===== src/rtl/i2cp_pkg.sv =====
// Package for the I2C address probe master.
// Holds phase codes, configuration indexes, reset values and the shared structs.
// No dependencies.
package i2cp_pkg;

    localparam int COUNT_WIDTH_DEF = 16;

    localparam int PHASE_W = 4;

    localparam logic [PHASE_W-1:0] PH_IDLE          = 4'd0;
    localparam logic [PHASE_W-1:0] PH_START_SETUP   = 4'd1;
    localparam logic [PHASE_W-1:0] PH_START_STRETCH = 4'd2;
    localparam logic [PHASE_W-1:0] PH_START_HOLD    = 4'd3;
    localparam logic [PHASE_W-1:0] PH_START_LOW     = 4'd4;
    localparam logic [PHASE_W-1:0] PH_BIT_SETUP     = 4'd5;
    localparam logic [PHASE_W-1:0] PH_BIT_HIGH      = 4'd6;
    localparam logic [PHASE_W-1:0] PH_BIT_STRETCH   = 4'd7;
    localparam logic [PHASE_W-1:0] PH_BIT_HOLD      = 4'd8;
    localparam logic [PHASE_W-1:0] PH_ACK_SETUP     = 4'd9;
    localparam logic [PHASE_W-1:0] PH_ACK_STRETCH   = 4'd10;
    localparam logic [PHASE_W-1:0] PH_ACK_HIGH      = 4'd11;
    localparam logic [PHASE_W-1:0] PH_STOP_A        = 4'd12;
    localparam logic [PHASE_W-1:0] PH_STOP_B        = 4'd13;
    localparam logic [PHASE_W-1:0] PH_STOP_C        = 4'd14;
    localparam logic [PHASE_W-1:0] PH_STOP_D        = 4'd15;

    localparam int CFG_IDX_W  = 2;
    localparam int CFG_DATA_W = 16;

    localparam logic [CFG_IDX_W-1:0] CFG_HALF_PERIOD  = 2'd0;
    localparam logic [CFG_IDX_W-1:0] CFG_STRETCH_LIM  = 2'd1;
    localparam logic [CFG_IDX_W-1:0] CFG_BIT_HOLD     = 2'd2;

    localparam logic [15:0] HALF_PERIOD_RST = 16'd5;
    localparam logic [15:0] STRETCH_LIM_RST = 16'd500;
    localparam logic [7:0]  BIT_HOLD_RST    = 8'd5;

    localparam int ADDR_W   = 7;
    localparam int NUM_BITS = 8;

    typedef struct packed {
        logic [15:0] half_period_ticks;
        logic [15:0] stretch_limit_ticks;
        logic [7:0]  bit_hold_ticks;
    } cfg_t;

    typedef struct packed {
        logic scl_drive;
        logic sda_drive;
        logic busy_res;
        logic done_res;
        logic acked;
    } res_t;

endpackage


===== src/rtl/i2cp_cfg.sv =====
// Configuration register file of the I2C address probe master.
// Depends on i2cp_pkg for register indexes and reset values.
module i2cp_cfg (
    input  logic                              clk,
    input  logic                              rst_n,
    input  logic                              cfg_we,
    input  logic [i2cp_pkg::CFG_IDX_W-1:0]    cfg_index,
    input  logic [i2cp_pkg::CFG_DATA_W-1:0]   cfg_data,
    output i2cp_pkg::cfg_t                    cfg
);
    import i2cp_pkg::*;

    cfg_t cfg_reg;

    always_ff @(posedge clk or negedge rst_n)
    begin
        if (!rst_n)
        begin
            cfg_reg.half_period_ticks   <= HALF_PERIOD_RST;
            cfg_reg.stretch_limit_ticks <= STRETCH_LIM_RST;
            cfg_reg.bit_hold_ticks      <= BIT_HOLD_RST;
        end
        else if (cfg_we)
        begin
            unique case (cfg_index)
                CFG_HALF_PERIOD: cfg_reg.half_period_ticks   <= cfg_data;
                CFG_STRETCH_LIM: cfg_reg.stretch_limit_ticks <= cfg_data;
                CFG_BIT_HOLD:    cfg_reg.bit_hold_ticks      <= cfg_data[7:0];
                default:         ;
            endcase
        end
    end

    assign cfg = cfg_reg;

endmodule


===== src/rtl/i2cp_seq.sv =====
// Tick sequencer of the I2C address probe master: phase, counters and line levels.
// Depends on i2cp_pkg for phase codes and the cfg_t and res_t structs.
module i2cp_seq #(
    parameter int COUNT_WIDTH = i2cp_pkg::COUNT_WIDTH_DEF
) (
    input  logic                           clk,
    input  logic                           rst_n,
    input  logic                           adv,
    input  logic                           command,
    input  logic [i2cp_pkg::ADDR_W-1:0]    target_address,
    input  logic                           scl_level,
    input  logic                           sda_level,
    input  i2cp_pkg::cfg_t                 cfg,
    output i2cp_pkg::res_t                 res
);
    import i2cp_pkg::*;

    localparam int CW   = COUNT_WIDTH;
    localparam int CMPW = (CW > 16) ? CW : 16;

    logic [PHASE_W-1:0] ph_reg,      ph_next;
    logic [3:0]         bit_cnt_reg, bit_cnt_next;
    logic [7:0]         shift_reg,   shift_next;
    logic [CW-1:0]      wait_reg,    wait_next;
    logic [CW-1:0]      str_reg,     str_next;
    logic               ack_reg,     ack_next;
    logic               scl_reg,     scl_next;
    logic               sda_reg,     sda_next;

    logic          expired;
    logic [CW-1:0] wait_dec;
    logic [CW-1:0] half_ld;
    logic [CW-1:0] hold_ld;
    logic [CW-1:0] chk_base;
    logic [CW-1:0] chk_inc;
    logic          chk_hit;
    logic [3:0]    bit_cnt_inc;
    logic [7:0]    shift_nb;
    logic          done;

    assign expired     = (wait_reg <= CW'(1));
    assign wait_dec    = wait_reg - CW'(1);
    assign half_ld     = CW'(cfg.half_period_ticks);
    assign hold_ld     = CW'(cfg.bit_hold_ticks);
    assign bit_cnt_inc = bit_cnt_reg + 4'd1;
    assign shift_nb    = {shift_reg[6:0], 1'b0};

    // Stretch check: the first bit-phase check starts from a cleared counter.
    assign chk_base = (ph_reg == PH_BIT_HIGH) ? '0 : str_reg;
    assign chk_inc  = (&chk_base) ? chk_base : chk_base + CW'(1);
    assign chk_hit  = (CMPW'(chk_inc) >= CMPW'(cfg.stretch_limit_ticks));

    always_comb
    begin
        ph_next      = ph_reg;
        bit_cnt_next = bit_cnt_reg;
        shift_next   = shift_reg;
        wait_next    = wait_reg;
        str_next     = str_reg;
        ack_next     = ack_reg;
        scl_next     = scl_reg;
        sda_next     = sda_reg;
        done         = 1'b0;

        unique case (ph_reg)
            PH_IDLE:
            begin
                if (command)
                begin
                    shift_next   = {1'b0, target_address};
                    bit_cnt_next = '0;
                    ack_next     = 1'b0;
                    str_next     = '0;
                    scl_next     = 1'b1;
                    sda_next     = 1'b1;
                    wait_next    = half_ld;
                    ph_next      = PH_START_SETUP;
                end
            end
            PH_START_SETUP, PH_ACK_SETUP:
            begin
                if (expired)
                begin
                    scl_next = 1'b1;
                    str_next = '0;
                    ph_next  = (ph_reg == PH_START_SETUP) ? PH_START_STRETCH
                                                          : PH_ACK_STRETCH;
                end
                else
                begin
                    wait_next = wait_dec;
                end
            end
            PH_START_STRETCH, PH_ACK_STRETCH:
            begin
                if (scl_level)
                begin
                    if (ph_reg == PH_START_STRETCH)
                    begin
                        sda_next = 1'b0;
                        ph_next  = PH_START_HOLD;
                    end
                    else
                    begin
                        ack_next = ~sda_level;
                        ph_next  = PH_ACK_HIGH;
                    end
                    wait_next = half_ld;
                end
                else
                begin
                    str_next = chk_inc;
                    if (chk_hit)
                    begin
                        wait_next = half_ld;
                        ph_next   = PH_STOP_A;
                    end
                end
            end
            PH_START_HOLD:
            begin
                if (expired)
                begin
                    scl_next  = 1'b0;
                    wait_next = half_ld;
                    ph_next   = PH_START_LOW;
                end
                else
                begin
                    wait_next = wait_dec;
                end
            end
            PH_START_LOW:
            begin
                if (expired)
                begin
                    shift_next = shift_nb;
                    sda_next   = shift_nb[7];
                    wait_next  = half_ld;
                    ph_next    = PH_BIT_SETUP;
                end
                else
                begin
                    wait_next = wait_dec;
                end
            end
            PH_BIT_SETUP:
            begin
                if (expired)
                begin
                    scl_next  = 1'b1;
                    wait_next = half_ld;
                    ph_next   = PH_BIT_HIGH;
                end
                else
                begin
                    wait_next = wait_dec;
                end
            end
            PH_BIT_HIGH, PH_BIT_STRETCH:
            begin
                if ((ph_reg == PH_BIT_HIGH) && !expired)
                begin
                    wait_next = wait_dec;
                end
                else
                begin
                    // The bit check runs in the tick the high half period ends.
                    str_next = chk_base;
                    ph_next  = PH_BIT_STRETCH;
                    if (scl_level)
                    begin
                        scl_next  = 1'b0;
                        wait_next = hold_ld;
                        ph_next   = PH_BIT_HOLD;
                    end
                    else
                    begin
                        str_next = chk_inc;
                        if (chk_hit)
                        begin
                            wait_next = half_ld;
                            ph_next   = PH_STOP_A;
                        end
                    end
                end
            end
            PH_BIT_HOLD:
            begin
                if (expired)
                begin
                    bit_cnt_next = bit_cnt_inc;
                    wait_next    = half_ld;
                    if (bit_cnt_inc < 4'(NUM_BITS))
                    begin
                        shift_next = shift_nb;
                        sda_next   = shift_nb[7];
                        ph_next    = PH_BIT_SETUP;
                    end
                    else
                    begin
                        sda_next = 1'b1;
                        ph_next  = PH_ACK_SETUP;
                    end
                end
                else
                begin
                    wait_next = wait_dec;
                end
            end
            PH_ACK_HIGH:
            begin
                if (expired)
                begin
                    scl_next  = 1'b0;
                    wait_next = half_ld;
                    ph_next   = PH_STOP_A;
                end
                else
                begin
                    wait_next = wait_dec;
                end
            end
            PH_STOP_A, PH_STOP_B, PH_STOP_C:
            begin
                if (expired)
                begin
                    wait_next = half_ld;
                    if (ph_reg == PH_STOP_A)
                    begin
                        sda_next = 1'b0;
                        ph_next  = PH_STOP_B;
                    end
                    else if (ph_reg == PH_STOP_B)
                    begin
                        scl_next = 1'b1;
                        ph_next  = PH_STOP_C;
                    end
                    else
                    begin
                        sda_next = 1'b1;
                        ph_next  = PH_STOP_D;
                    end
                end
                else
                begin
                    wait_next = wait_dec;
                end
            end
            PH_STOP_D:
            begin
                if (expired)
                begin
                    ph_next   = PH_IDLE;
                    wait_next = '0;
                    done      = 1'b1;
                end
                else
                begin
                    wait_next = wait_dec;
                end
            end
            default:
            begin
                ph_next = PH_IDLE;
            end
        endcase
    end

    always_ff @(posedge clk or negedge rst_n)
    begin
        if (!rst_n)
        begin
            ph_reg      <= PH_IDLE;
            bit_cnt_reg <= '0;
            shift_reg   <= '0;
            wait_reg    <= '0;
            str_reg     <= '0;
            ack_reg     <= 1'b0;
            scl_reg     <= 1'b1;
            sda_reg     <= 1'b1;
        end
        else if (adv)
        begin
            ph_reg      <= ph_next;
            bit_cnt_reg <= bit_cnt_next;
            shift_reg   <= shift_next;
            wait_reg    <= wait_next;
            str_reg     <= str_next;
            ack_reg     <= ack_next;
            scl_reg     <= scl_next;
            sda_reg     <= sda_next;
        end
    end

    always_comb
    begin
        res.scl_drive = scl_next;
        res.sda_drive = sda_next;
        res.busy_res  = (ph_next != PH_IDLE);
        res.done_res  = done;
        res.acked     = done & ack_next;
    end

endmodule


===== src/rtl/i2cp_out_reg.sv =====
// Result register of the I2C address probe master with valid/ready handshake.
// Depends on i2cp_pkg for the res_t struct.
module i2cp_out_reg (
    input  logic           clk,
    input  logic           rst_n,
    input  logic           load,
    input  i2cp_pkg::res_t res_in,
    output logic           can_load,
    output i2cp_pkg::res_t res_out,
    output logic           res_valid,
    input  logic           res_ready
);
    import i2cp_pkg::*;

    logic valid_reg, valid_next;
    res_t data_reg;

    // The register takes a new item when empty or when its item leaves now.
    assign can_load   = !valid_reg || res_ready;
    assign valid_next = load || (valid_reg && !res_ready);

    always_ff @(posedge clk or negedge rst_n)
    begin
        if (!rst_n)
        begin
            valid_reg <= 1'b0;
        end
        else
        begin
            valid_reg <= valid_next;
        end
    end

    always_ff @(posedge clk)
    begin
        if (load)
        begin
            data_reg <= res_in;
        end
    end

    assign res_out   = data_reg;
    assign res_valid = valid_reg;

endmodule


===== src/rtl/i2c_address_probe_master.sv =====
// Latency: the result of an item is valid in the cycle after the item is accepted.
// Throughput: one item per cycle while the result register is free or drains; each tick is a single
// update of the phase sequencer and its counters, registered straight into the result register.
// Reset: asynchronous, active low; the sequencer goes idle with both lines released,
// the configuration registers take their defaults and no result is pending.
// Top level of the I2C address probe master; depends on i2cp_pkg, i2cp_cfg,
// i2cp_seq and i2cp_out_reg.
module i2c_address_probe_master #(
    parameter int COUNT_WIDTH = i2cp_pkg::COUNT_WIDTH_DEF
) (
    input  logic                              clk,
    input  logic                              rst_n,
    input  logic                              cfg_we,
    input  logic [i2cp_pkg::CFG_IDX_W-1:0]    cfg_index,
    input  logic [i2cp_pkg::CFG_DATA_W-1:0]   cfg_data,
    input  logic                              cmd_valid,
    output logic                              cmd_ready,
    input  logic                              command,
    input  logic [i2cp_pkg::ADDR_W-1:0]       target_address,
    input  logic                              scl_level,
    input  logic                              sda_level,
    output logic                              res_valid,
    input  logic                              res_ready,
    output logic                              scl_drive,
    output logic                              sda_drive,
    output logic                              busy_res,
    output logic                              done_res,
    output logic                              acked
);
    import i2cp_pkg::*;

    cfg_t cfg;
    res_t res_comb;
    res_t res_q;
    logic can_load;
    logic accept;

    // An item is taken whenever the result register is free or drains this cycle,
    // so a pending result never stalls the tick stream by more than the consumer does.
    assign cmd_ready = can_load;
    assign accept    = cmd_valid && cmd_ready;

    // Configuration registers; the user must write them only while no item is in flight,
    // the block itself does not enforce it. A write during a probe applies from the next wait load on.
    i2cp_cfg u_cfg (
        .clk       (clk),
        .rst_n     (rst_n),
        .cfg_we    (cfg_we),
        .cfg_index (cfg_index),
        .cfg_data  (cfg_data),
        .cfg       (cfg)
    );

    // The sequencer advances its state exactly once per accepted item and
    // presents the post-tick line levels and status combinationally.
    i2cp_seq #(
        .COUNT_WIDTH (COUNT_WIDTH)
    ) u_seq (
        .clk            (clk),
        .rst_n          (rst_n),
        .adv            (accept),
        .command        (command),
        .target_address (target_address),
        .scl_level      (scl_level),
        .sda_level      (sda_level),
        .cfg            (cfg),
        .res            (res_comb)
    );

    // One result item per input item, held until the consumer takes it.
    i2cp_out_reg u_out (
        .clk       (clk),
        .rst_n     (rst_n),
        .load      (accept),
        .res_in    (res_comb),
        .can_load  (can_load),
        .res_out   (res_q),
        .res_valid (res_valid),
        .res_ready (res_ready)
    );

    assign scl_drive = res_q.scl_drive;
    assign sda_drive = res_q.sda_drive;
    assign busy_res  = res_q.busy_res;
    assign done_res  = res_q.done_res;
    assign acked     = res_q.acked;

    // A finished probe always reports the block idle.
    a_done_not_busy: assert property (@(posedge clk) disable iff (!rst_n)
        res_valid && done_res |-> !busy_res)
        else $error("done reported while still busy");

    // An ACK result only comes with the completion pulse.
    a_ack_with_done: assert property (@(posedge clk) disable iff (!rst_n)
        res_valid && acked |-> done_res)
        else $error("acked without done");

    // When idle, both bus lines are released.
    a_idle_released: assert property (@(posedge clk) disable iff (!rst_n)
        res_valid && !busy_res |-> scl_drive && sda_drive)
        else $error("bus line driven while idle");

    // A stalled result blocks new items so none is overwritten.
    a_stall_blocks: assert property (@(posedge clk) disable iff (!rst_n)
        res_valid && !res_ready |-> !cmd_ready)
        else $error("input accepted while result stalled");

endmodule


===== config.mk =====
export PLATFORM = sky130hd
export DESIGN_NAME = i2c_address_probe_master
export DESIGN_NICKNAME = d
export VERILOG_FILES = /design/src/rtl/i2cp_pkg.sv /design/src/rtl/i2cp_cfg.sv /design/src/rtl/i2cp_seq.sv /design/src/rtl/i2cp_out_reg.sv /design/src/rtl/i2c_address_probe_master.sv
export SDC_FILE = /design/constraint.sdc
export NUM_CORES = 1
export LEC_CHECK = 0
export BUFFER_PORTS_ARGS = -buffer_cell sky130_fd_sc_hd__clkbuf_2
export CAP_MARGIN = 5
export CORE_MARGIN = 4
export CORE_UTILIZATION = 35
export DETAILED_ROUTE_END_ITERATION = 6
export PLACE_DENSITY = 0.53
export SYNTH_ARGS = -nofsm -noshare
export SYNTH_HDL_FRONTEND = slang
export SYNTH_SLANG_ARGS = --single-unit

===== constraint.sdc =====
create_clock -name clk -period 12.7 [get_ports clk]
set_input_delay 0.635 -clock clk [delete_from_list [all_inputs] [get_ports clk]]
set_output_delay 0.635 -clock clk [all_outputs]
set_load 0.005 [all_outputs]

-- Word-level counts from Yosys, hierarchy flattened
Index checks and enable logic that the tools add are counted.
- output and inout bits: 7
- flip-flop bits (word level): 96
- input port bits: 33
- reductions and logical operators: 29
- eq/ne operators: 25
- order comparisons: 3
- bitwise logic cells: 2
- add/subtract/negate cells: 3
- muxes and demuxes: 70
- operators with widths (kind ; count):
    $mux 16 ; 15
    $pmux 16 s6 ; 1
    $mux 4 ; 20
    $pmux 16 s4 ; 1
    $pmux 4 s11 ; 1
    $eq 4x4->1 const B ; 8
    $mux 7 ; 4
    $mux 1 ; 23
    $pmux 7 s3 ; 1
    $add 16x1->16 const B ; 1
    $eq 4x3->1 const B ; 4
    $ge 16x16->1 ; 1
    $le 16x1->1 const B ; 1
    $reduce_and 16->1 ; 1
    $sub 16x1->16 const B ; 1
    $reduce_and 6->1 ; 2
    $pmux 1 s5 ; 2
    $eq 4x2->1 const B ; 2
    $ne 2x1->1 const B ; 4
    $ne 2x2->1 const B ; 4
    $pmux 4 s2 ; 1
    $reduce_bool 4->1 ; 2
    $reduce_or 2->1 ; 4
    $reduce_or 8->1 ; 1
    19 further kinds ; 27

-- Longest topological paths before layout
Gate-level depths: netlist of run 1.
- word-level depth: 10
- mapped depth: 21
- depth with buffers taken out: 19

-- Modules after synthesis
From an unflattened synthesis of run 1, not the netlist that was laid out.
- cells, all modules: 643
- area, all modules: 6224.7 um2
- modules (own cells, without submodules) (module ; times used ; area each (um2) ; cells an instance):
    i2cp_seq ; 1 ; 4496.8 ; 549
    i2cp_cfg ; 1 ; 1524.0 ; 85
    i2cp_out_reg ; 1 ; 197.7 ; 8
    i2c_address_probe_master ; 1 ; 6.3 ; 1

-- Worst setup path after synthesis of run 1
OpenSTA, ideal clock, no wires.
- path kind: reg-to-reg
- from: register u_seq.ph_reg[3]
- to: register u_out.data_reg, in the netlist u_out.res_out[2] (data pin)
- path buffers: 2
- slack: 8396 ps
- cell stages (with the launch flop): 22
- arrival time: 4028 ps
- library setup time: 276 ps
- period minus slack after synthesis: 4304 ps
- cell sequence: dfrtp_1 > nand4bb_1 > clkbuf_1 > nand2_1 > inv_1 > ha_1 > nand2_1 > nor3_4 > a31oi_4 > nor3b_2 > and3_1 > xnor2_1 > nor2_1 > ha_1 > nor2_1 > or3_1 > o221ai_1 > o21a_1 > buf_2 > nor2_2 > a221oi_1 > o2111ai_1
- RTL lines (item ; RTL line ; text):
    start: declaration ; i2cp_seq.sv:21 ; logic [PHASE_W-1:0] ph_reg, ph_next;
    start signal: assignment ; i2cp_seq.sv:285 ; ph_reg <= ph_next;
    end signal: assignment ; i2cp_out_reg.sv:38 ; data_reg <= res_in;
    end: declaration ; i2cp_out_reg.sv:16 ; res_t data_reg;

==> flow_summary_export.csv, run 1 <==
group,metric,value,unit
status,status,"complete, no violations",
global_route,grt_max_degree,54,
placed_design,gpl.final_weighted_congestion,0.874,
cts,path_clk_slew,0.07,ns
logic_synthesis,synth_edf_count,5,
cts,clock_sink_count,96,
finish,number_of_flip_flops_in_the_largest_register,40,
critical_path,rr_endpoint,"u_out.res_out[2]$_DFFE_PP_",
floorplan,core.rowCount,50,
sta,hold_slack,0.267,ns
pwr,pwr_density_cell,166,nW/um2
routing,ant_nets,0,
critical_path,crit_path_start_kind,"register",
finish,post-route-cell-area,7270,um2
logic_synthesis,postSynth.topFlopCell,"dfrtp_1",
global_route,grtUsageTotal,0.182,
cts,clock_insertion_delay_worst_skew,0.36,ns
floorplan,die-area,21200,um2
logic_synthesis,mappedNetlistArea,6610,um2
floorplan,initial_utilization,0.355,
critical_path,cp_data_arrival_time,5.75,ns
cts,tritoncts.num_buffers,9,
critical_path,crit_path_max_fanout,29,
finish,areaGrowthSynthToFinish,10.0,%
finish,insertedDiodeCount,0,
global_route,via_count_of_the_first_global_routing_pass,5617,
pwr,power_leakage,2.96,nW
cts,cts_post_setup_buffers_inserted,0,
floorplan,boundaryPins,40,
critical_path,worst-setup-path-type,"reg2reg",
sta,clock-skew-final,0.00861,ns
finish,fill_cells,1866,
finish,post-route-util,0.390,
sta,setup_viol,0,
flow_run,cap_viol_max_count,0,
logic_synthesis,yosys_register_bits,96,
placed_design,io_buffer_count,39,
floorplan,core_area,18600,um2
placed_design,dp_hpwl,13.8,mm
cts,hold_buffers,0,
cts,postCtsResizedCells,0,
critical_path,worstPathRequired,12.78,ns
floorplan,die-height,145,um
logic_synthesis,yosysUniqueCellTypes,89,
logic_synthesis,postSynthAreaPerCell,9.34,um2
logic_synthesis,synthArstFlopShare,0.948,
sta,layout_worst_path_cycle_share,0.447,
critical_path,setup.worst_path.end_class,"register",
cts,clock_tree_from_tritoncts,"yes",
routing,detailedRoute.firstPassIterationCount,5,
logic_synthesis,synthCells,708,
sta,period_minus_slack,5.67,ns
finish,nNetsFinal,782,
cts,htree_levels,3,
global_route,grt_remaining_overflow,0,
floorplan,chipWidth,145,um
routing,detail_route.drc_violations,0,
min_path,hold_path_class,"in2async",
pwr,ir_drop,0.0000847,V
global_route,grt_antenna_before_repair,0,
logic_synthesis,synth_seq_area_share,0.369,
critical_path,regToRegStartpoint,"u_seq.ph_reg[0]$_DFFE_PN0P_",
sta,finalHoldViolations,0,
sta,slew_viol_final,0,
logic_synthesis,synth.top_cell.area_share,0.299,
critical_path,r2r_cells,18,
routing,wirelength,19.1,mm
logic_synthesis,synthTopCellsByArea,"dfrtp_1 30%, mux2_2 8.2%, dfstp_2 4.8%",
sta,relSlewSlack,0.220,
sta,timing.fmax,176,MHz
placed_design,postPlaceCellArea,6960,um2
finish,drive_above_1_share,0.213,
routing,post_drt_via_cell_ratio,6.00,
routing,wl_per_cell,19.8,um
sta,tightestPinTransition,1.16,ns
critical_path,rrSetupSlack,7.03,ns
global_route,grt_pass1_wl,31.7,mm
logic_synthesis,synthesis.yosys.warnings,0,
cts,clk_root_buffer_cell,"clkbuf_16",
logic_synthesis,synth_area_leader_cell,"dfrtp_1",
sta,grt_setup_unrepaired,"no",
cts,ctsLongestPathBuffers,2,
routing,vias,5804,
routing,drt_iter0_drc,702,
logic_synthesis,synth_nets,761,
sta,setup-tns-final,0,ns
==> worst max path at each step <==
| stage | from | slack, ns | endpoint |
|---|---|---|---|
| after floorplan | u_seq.ph_reg[3]$_DFFE_PN0P_ | 8.40 | u_out.res_out[2]$_DFFE_PP_ |
| after global placement | u_seq.ph_reg[0]$_DFFE_PN0P_ | 7.46 | u_out.res_out[2]$_DFFE_PP_ |
| after detailed placement | u_seq.ph_reg[3]$_DFFE_PN0P_ | 7.19 | u_out.res_out[2]$_DFFE_PP_ |
| after CTS | u_seq.ph_reg[3]$_DFFE_PN0P_ | 7.14 | u_out.res_out[2]$_DFFE_PP_ |
| after global routing | u_seq.ph_reg[0]$_DFFE_PN0P_ | 6.46 | u_out.res_out[2]$_DFFE_PP_ |
| final | u_seq.ph_reg[0]$_DFFE_PN0P_ | 7.03 | u_out.res_out[2]$_DFFE_PP_ |
==> synthesized netlist by cell type (all sizes together) (3+ instances only) <==
library cell / instances
o211ai: 9
dfrtp: 79
nand3: 24
o21a: 4
clkbuf: 15
a21o: 4
or4: 4
nand2: 78
o31ai: 7
dfstp: 12
a22oi: 7
nand4: 7
xor2: 9
mux2: 54
and3: 9
nor4: 9
a31oi: 13
xnor2: 12
a32o: 3
edfxtp: 5
buf: 20
nand2b: 6
mux2i: 4
nand3b: 3
a21oi: 36
a221oi: 7
a211oi: 3
nor3: 23
inv: 32
a211o: 3
or3: 10
nor2: 53
and2: 11
o221ai: 7
nor2b: 3
o21ai: 50
o311ai: 4
a22o: 14
ha: 20
==> power breakdown <==
group | total (mW) | switching [mW] | internal, mW
Combinational | 0.433 | 0.251 | 0.182
Sequential | 0.475 | 0.102 | 0.374
Clock | 0.299 | 0.126 | 0.173
Total | 1.21 | 0.478 | 0.729
==> layout make-up <==
type                       count  area, um2  share of cell area
multi-input combinational    544       3860               0.531
sequential                    96       2440               0.336
tap                          234        293              0.0402
timing repair buffer          45        243              0.0334
clock buffer                  11        233              0.0320
inverter                      33        124              0.0170
clock inverter                 5       80.1              0.0110
==> layout by cell type (no fill, tap or decap), types with 14 or more instances in the layout <==
master and n:
mux2_2 48, ha_1 20, nor3_1 21, dfrtp_1 79, a22o_1 14, a21oi_1 33, nor2_1 49, nand3_1 24
o21ai_0 36, nand2_1 75, clkbuf_2 38, inv_1 32
==> routing by layer <==
| metal | routed length (um) | GRT usage |
|---|---|---|
| met1 | 9090 | 0.261 |
| met2 | 8670 | 0.284 |
| met3 | 980 | 0.0262 |
| met4 | 400 | 0.0617 |
| met5 | 0 | 0 |
==> worst max-delay path, cell delays in order (launching register included) <==
cell	delay (ns)
dfrtp_1	0.95
nand4bb_1	0.54
nand2_1	0.19
inv_1	0.14
ha_1	0.24
nand2_1	0.11
nor3_4	0.27
nand3_1	0.33
nand3_1	0.32
nor2_1	0.11
xnor2_1	0.18
ha_1	0.31
nand2_1	0.04
or3_1	0.34
o221ai_1	0.29
o21a_1	0.33
nor2_2	0.19
a221oi_1	0.36
o2111ai_1	0.14
==> per-stage QoR <==
step / setup WS, ns / instances / total power, mW
after floorplan: 8.40 / 708 / 0.785
after global placement: 7.46 / 952 / 0.896
after detailed placement: 7.19 / 952 / 0.905
after CTS: 7.14 / 968 / 1.21
after global routing: 6.46 / 968 / 1.29
final: 7.03 / 968 / 1.21
==> cells by family after synthesis <==
group                      after synthesis  synth area share
AOI/OAI and AO/OA                      195             0.221
xor gates and xnor gates                21            0.0278
adders and majority gates               21            0.0394
buffers and inverters                   68            0.0477
DFF                                     96             0.369
muxes                                   58            0.0980
and+or+nand+nor                        249             0.197
(Power assumes the default switching activity.)
==> inputs of run 2 (changes only) <==
==> constraint.sdc (replaced) <==
create_clock -name clk -period 5.51 [get_ports clk]
set_input_delay 0.2755 -clock clk [delete_from_list [all_inputs] [get_ports clk]]
set_output_delay 0.2755 -clock clk [all_outputs]
set_load 0.005 [all_outputs]
==> run 2 against run 1 <==
Net effect:
- total power increased by 130%
- first-iteration DRC count decreased by 19%
- maximum frequency is 20% higher
- combinational power rose to 2.5 times the previous value
- flip-flop and latch count is the same
- via count is 1.4% lower
- die area stayed put
- largest power group is now combinational logic
- highest routed layer unchanged
==> flow_summary_export.csv, run 2 (synthesis results as in run 1) <==
group,metric,value,unit
status,status,"complete, no violations",
routing,wirelength,19.1,mm
placed_design,preCtsSetupSlack,0.867,ns
sta,period_minus_slack,4.72,ns
critical_path,regToRegStartpoint,"u_seq.ph_reg[3]$_DFFE_PN0P_",
placed_design,dp_hpwl,13.9,mm
sta,clock-skew-final,0.0116,ns
cts,path_clk_slew,0.08,ns
pwr,ir_drop,0.000247,V
sta,setup-tns-final,0,ns
finish,post-route-cell-area,7310,um2
placed_design,io_buffer_count,39,
cts,clock_tree_from_tritoncts,"yes",
critical_path,rr_endpoint,"u_out.res_out[2]$_DFFE_PP_",
cts,clock_sink_count,96,
global_route,grtUsageTotal,0.180,
finish,nNetsFinal,788,
global_route,via_count_of_the_first_global_routing_pass,5470,
critical_path,crit_path_max_fanout,12,
floorplan,core.rowCount,50,
routing,detailedRoute.firstPassIterationCount,7,
routing,drt_iter0_drc,569,
sta,timing.fmax,212,MHz
finish,most_common_library_cell_in_the_layout_ignoring_fill_and_taps,"dfrtp_1",
sta,hold_slack,0.153,ns
sta,tightestPinTransition,1.12,ns
cts,ctsLongestPathBuffers,2,
critical_path,rrSetupSlack,0.79,ns
finish,drive_above_1_share,0.218,
sta,slew_viol_final,0,
cts,postCtsResizedCells,0,
placed_design,gpl.final_weighted_congestion,0.902,
finish,layout.cells.most_common_list,"79 x dfrtp_1, 75 x nand2_1, 49 x nor2_1",
global_route,grt_remaining_overflow,0,
sta,fin_ws,0.792,ns
finish,fill_cells,1904,
routing,wl_per_cell,19.7,um
sta,finalHoldViolations,0,
critical_path,cp_data_arrival_time,4.80,ns
cts,cts_post_setup_buffers_inserted,0,
routing,vias,5723,
critical_path,crit_path_start_kind,"register",
finish,number_of_flip_flops_in_the_largest_register,40,
placed_design,postPlaceCellArea,7000,um2
cts,tritoncts.num_buffers,9,
floorplan,core_area,18600,um2
routing,post_drt_via_cell_ratio,5.88,
cts,clk_root_buffer_cell,"clkbuf_16",
min_path,hold_path_class,"in2reg",
critical_path,timing.critical_path.slowest_stage_cell,"or3_1",
critical_path,worstPathCellList,"nand4bb_1 > buf_4 > nand2_1 > inv_1 > ha_1 > nand2_1 > nor3_4 > a31oi_4 > nor3b_2 > and3_1 > xnor2_1 > nor2_1 > ha_1 > nor2_1 > or3_1 > o221ai_1 > o21a_1 > nor2_2 > a221oi_1 > o2111ai_1",
global_route,grt_antenna_before_repair,0,
flow_run,cap_viol_max_count,0,
cts,clock_insertion_delay_worst_skew,0.36,ns
cts,htree_levels,3,
sta,setup_viol,0,
finish,insertedDiodeCount,0,
critical_path,crit_path_max_incr_delay,0.40,ns
critical_path,worstPathRequired,5.60,ns
routing,detail_route.drc_violations,0,
sta,layout_worst_path_cycle_share,0.856,
routing,ant_nets,0,
finish,footprint_of_the_multi_input_gates,3860,um2
critical_path,setup.worst_path.end_class,"register",
floorplan,initial_utilization,0.355,
floorplan,die-height,145,um
critical_path,worstSetupEndpoint,"u_out.res_out[2]$_DFFE_PP_",
critical_path,worst-setup-path-type,"reg2reg",
critical_path,startpoint,"u_seq.ph_reg[3]$_DFFE_PN0P_",
floorplan,chipWidth,145,um
sta,relSlewSlack,0.253,
global_route,grt_pass1_wl,30.7,mm
pwr,pwr_density_cell,381,nW/um2
critical_path,r2r_cells,20,
finish,post-route-util,0.392,
floorplan,boundaryPins,40,
sta,grt_setup_unrepaired,"no",
global_route,grt_max_degree,63,
pwr,power_leakage,2.98,nW
finish,final-seq-area,2440,um2
finish,areaGrowthSynthToFinish,10.5,%
floorplan,die-area,21200,um2
run 2: changes by cell type in the layout (fill, tap and decap cells not counted), sizes merged:
| cell | delta |
|---|---|
| inv | +1 |
| clkbuf | +1 |
| clkinv | -2 |
| dlygate4sd3 | +1 |
| clkinvlp | +1 |
| buf | +5 |
| bufinv | -1 |
run 2: report_power, final:
part | leakage, nW | internal, mW | switching, mW | total (mW)
sequential | 1.13 | 0.863 | 0.161 | 1.02
combinational | 1.71 | 0.436 | 0.660 | 1.10
clock | 0.144 | 0.367 | 0.293 | 0.661
run 2: critical path: cells and delay by family (launching register included):
family | cells | cell delay, ns
XOR/XNOR | 1 | 0.13
AO/OA/AOI/OAI | 5 | 1.36
buffers and inverters | 2 | 0.26
flip-flops | 1 | 0.38
AND/OR/NAND/NOR | 10 | 1.79
adder cells (fa/ha/maj) | 2 | 0.52
run 2: worst min path at each step:
stage	slack (ns)	depth (start not counted)	start	to
final	0.15	3	target_address[0]	u_seq.shift_reg[0]$_DFFE_PN0P_
after global routing	0.17	3	cfg_data[13]	u_cfg.cfg[37]$_DFFE_PN0P_
after CTS	0.14	3	target_address[0]	u_seq.shift_reg[0]$_DFFE_PN0P_
after detailed placement	0.23	1	rst_n	u_seq.str_reg[12]$_DFFE_PN0P_
after global placement	0.23	1	rst_n	u_seq.str_reg[12]$_DFFE_PN0P_
after floorplan	-0.02	0	rst_n	u_cfg.cfg[11]$_DFFE_PN0P_
run 2: metal layers:
metal | track usage | up-vias | share of wire
li1 | - | 2681 | -
met1 | 0.257 | 2824 | 0.46
met2 | 0.285 | 195 | 0.47
met3 | 0.0280 | 23 | 0.047
met4 | 0.0508 | 0 | 0.018
met5 | 0 | - | 0
run 2: per-stage QoR:
step,std cells,power [mW]
after global placement,957,2.10
after global routing,974,2.96
final,974,2.78
after floorplan,708,1.81
after detailed placement,957,2.12
after CTS,974,2.80
run 2: area by class of cell:
cell class | instances | area share
clock buffer | 12 | 0.0337
sequential | 96 | 0.334
tap | 234 | 0.0401
multi-input combinational | 544 | 0.528
inverter | 33 | 0.0169
timing repair buffer | 51 | 0.0397
clock inverter | 4 | 0.00719
run 2: repair_timing:
item	CTS	global route
hold buffers	1	0
setup endpoints to repair	0	0
hold endpoints to repair	27	0
==> inputs of run 3 (changes only) <==
--- a/config.mk
+++ b/config.mk
@@ -7,6 +7,7 @@
 export LEC_CHECK = 0
 export BUFFER_PORTS_ARGS = -buffer_cell sky130_fd_sc_hd__clkbuf_2
 export CAP_MARGIN = 5
+export CORE_ASPECT_RATIO = 1.5
 export CORE_MARGIN = 4
 export CORE_UTILIZATION = 35
 export DETAILED_ROUTE_END_ITERATION = 6
==> constraint.sdc (replaced) <==
create_clock -name clk -period 5.51 [get_ports clk]
set_input_delay 0.2755 -clock clk [delete_from_list [all_inputs] [get_ports clk]]
set_output_delay 0.2755 -clock clk [all_outputs]
set_load 0.05 [all_outputs]
==> run 3 against run 2 <==
Net effect:
- setup slack got worse by 0.031 ns
- count of clock-buffer cells in the layout fell by 3
- sequential power is essentially flat
- utilization is 0.39 points higher
- cell count is 1.8% higher
- total power up 1.3%
- via count decreased by 0.21%
- clock skew fell by 0.0019 ns
- first-iteration DRC count down 46%
- non-clock buffer count is the same
- critical endpoint unchanged
- largest cell class unchanged
- largest power group unchanged
==> flow_summary_export.csv, run 3 (synthesis results as in run 1) <==
group,metric,value,unit
sta,timing.fmax,211,MHz
global_route,grt_antenna_before_repair,0,
sta,grt_setup_unrepaired,"no",
sta,slew_viol_final,0,
sta,relSlewSlack,0.272,
sta,setup-tns-final,0,ns
routing,post_drt_via_cell_ratio,5.76,
finish,finish.cell_count_without_fillers,992,
sta,layout_worst_path_cycle_share,0.862,
floorplan,die-height,176,um
status,status,"complete, no violations",
critical_path,timing.critical_path.max_delay_family,"simple AND/OR/NAND/NOR gates",
sta,clock-skew-final,0.00974,ns
critical_path,crit_path_max_incr_delay,0.41,ns
global_route,grt_pass1_wl,32.4,mm
cts,path_clk_slew,0.08,ns
critical_path,setup.worst_path.end_class,"register",
placed_design,io_buffer_count,39,
pwr,power_leakage,2.99,nW
routing,ant_nets,0,
pwr,clock_power_share,0.242,
cts,clock_sink_count,96,
finish,nNetsFinal,788,
critical_path,timing.critical_path.slowest_stage_cell,"or3_1",
critical_path,worstPathRequired,5.60,ns
cts,clock_tree_from_tritoncts,"yes",
routing,drt_iter0_drc,310,
sta,period_minus_slack,4.75,ns
global_route,grt_remaining_overflow,0,
finish,fill_cells,1845,
cts,ctsLongestPathBuffers,2,
finish,insertedDiodeCount,0,
cts,cts_post_setup_buffers_inserted,0,
min_path,hold_path_class,"in2reg",
routing,vias,5711,
finish,most_common_library_cell_in_the_layout_ignoring_fill_and_taps,"dfrtp_1",
cts,hold_buffers,1,
routing,wirelength,20.0,mm
floorplan,initial_utilization,0.357,
pwr,total_switching_power,1.16,mW
critical_path,crit_path_start_kind,"register",
floorplan,chipWidth,120,um
pwr,p_seq_frac,0.364,
finish,post-route-util,0.396,
critical_path,worstPathCellList,"nand4bb_1 > buf_4 > nand2_1 > inv_1 > ha_1 > nand2_1 > nor3_4 > a31oi_4 > nor3b_2 > and3_1 > xnor2_1 > nor2_1 > ha_1 > nor2_1 > or3_1 > nor4_2 > o21a_1 > nor2_2 > a221oi_1 > o2111ai_1",
critical_path,worst-setup-path-type,"reg2reg",
placed_design,dp_hpwl,15.2,mm
routing,wl_per_cell,20.1,um
floorplan,die-area,21200,um2
routing,detail_route.drc_violations,0,
global_route,via_count_of_the_first_global_routing_pass,5904,
floorplan,core.rowCount,61,
pwr,int_pwr,1.66,mW
critical_path,crit_path_max_fanout,12,
sta,setup_viol,0,
placed_design,placed_cells,975,
sta,finalHoldViolations,0,
cts,postCtsResizedCells,0,
finish,areaGrowthSynthToFinish,11.1,%
pwr,ir_drop,0.000189,V
cts,clk_root_buffer_cell,"clkbuf_16",
pwr,comb_power_share,0.394,
cts,htree_levels,3,
sta,tightestPinTransition,1.09,ns
cts,tritoncts.num_buffers,9,
finish,drive_above_1_share,0.220,
critical_path,rrSetupSlack,0.76,ns
placed_design,gpl.final_weighted_congestion,0.919,
finish,layout.cells.most_common_list,"79 x dfrtp_1, 75 x nand2_1, 49 x nor2_1",
pwr,pwr_density_cell,384,nW/um2
pwr,power_switching_share,0.412,
finish,number_of_flip_flops_in_the_largest_register,40,
floorplan,boundaryPins,40,
floorplan,core_area,18500,um2
critical_path,cp_data_arrival_time,4.84,ns
routing,detailedRoute.firstPassIterationCount,5,
flow_run,cap_viol_max_count,0,
global_route,grt_max_degree,55,
global_route,grtUsageTotal,0.194,
cts,clock_insertion_delay_worst_skew,0.37,ns
critical_path,worstPathBufferInverterCount,2,
## run 3: worst paths after layout
kind,start,end,depth (start not counted)
setup / recovery,u_seq.ph_reg[3]$_DFFE_PN0P_,u_out.res_out[2]$_DFFE_PP_,20
hold reg to reg,u_seq.shift_reg[4]$_DFFE_PN0P_,u_seq.shift_reg[4]$_DFFE_PN0P_,1
setup reg to reg,u_seq.ph_reg[3]$_DFFE_PN0P_,u_out.res_out[2]$_DFFE_PP_,20
min in group asynchronous,rst_n,u_cfg.cfg[3]$_DFFE_PN0P_,2
max in group asynchronous,rst_n,u_seq.wait_reg[8]$_DFFE_PN0P_,3
hold / removal,target_address[0],u_seq.shift_reg[0]$_DFFE_PN0P_,3
## run 3: cell type report
type	instances	area (um2)	share of cell area
Clock buffer	9	225	0.0307
Tap cell	252	315	0.0429
Multi-Input combinational cell	544	3860	0.526
Sequential cell	96	2440	0.333
Clock inverter	7	86.3	0.0118
Timing Repair Buffer	51	290	0.0395
Inverter	33	124	0.0169
## run 3: per-stage QoR
stage / cell area [um2] / hold slack (ns) / worst slack (ns) / power [mW]
floorplan: 6610 / -0.0201 / 1.21 / 1.82
global placement: 7020 / 0.267 / 0.981 / 2.12
detailed placement: 7020 / 0.281 / 0.829 / 2.14
CTS: 7340 / 0.130 / 0.802 / 2.83
global route: 7340 / 0.153 / 0.435 / 3.00
finish: 7340 / 0.139 / 0.761 / 2.82
## run 3: metal layers
metal	up-vias	track usage	share of wire
met1	2837	0.228	0.41
met5	-	0	0
li1	2678	-	-
met4	0	0.0959	0.039
met3	46	0.0250	0.030
met2	150	0.347	0.52
## run 3: worst register-to-register path: cells and delay by family, from the launching register on
family | cells | cell delay [ns]
AOI/OAI and AO/OA | 4 | 1.10
and+or+nand+nor | 11 | 2.07
adders and majority gates | 2 | 0.50
DFF | 1 | 0.38
xor gates and xnor gates | 1 | 0.14
buffers and inverters | 2 | 0.30
## run 3: power by group through the flow
stage               logic [mW]  registers, mW  clock network, mW
floorplan                0.831          0.992                  0
global placement          1.09           1.03                  0
detailed placement        1.10           1.03                  0
CTS                       1.11           1.02              0.700
global route              1.23           1.05              0.722
finish                    1.11           1.03              0.681
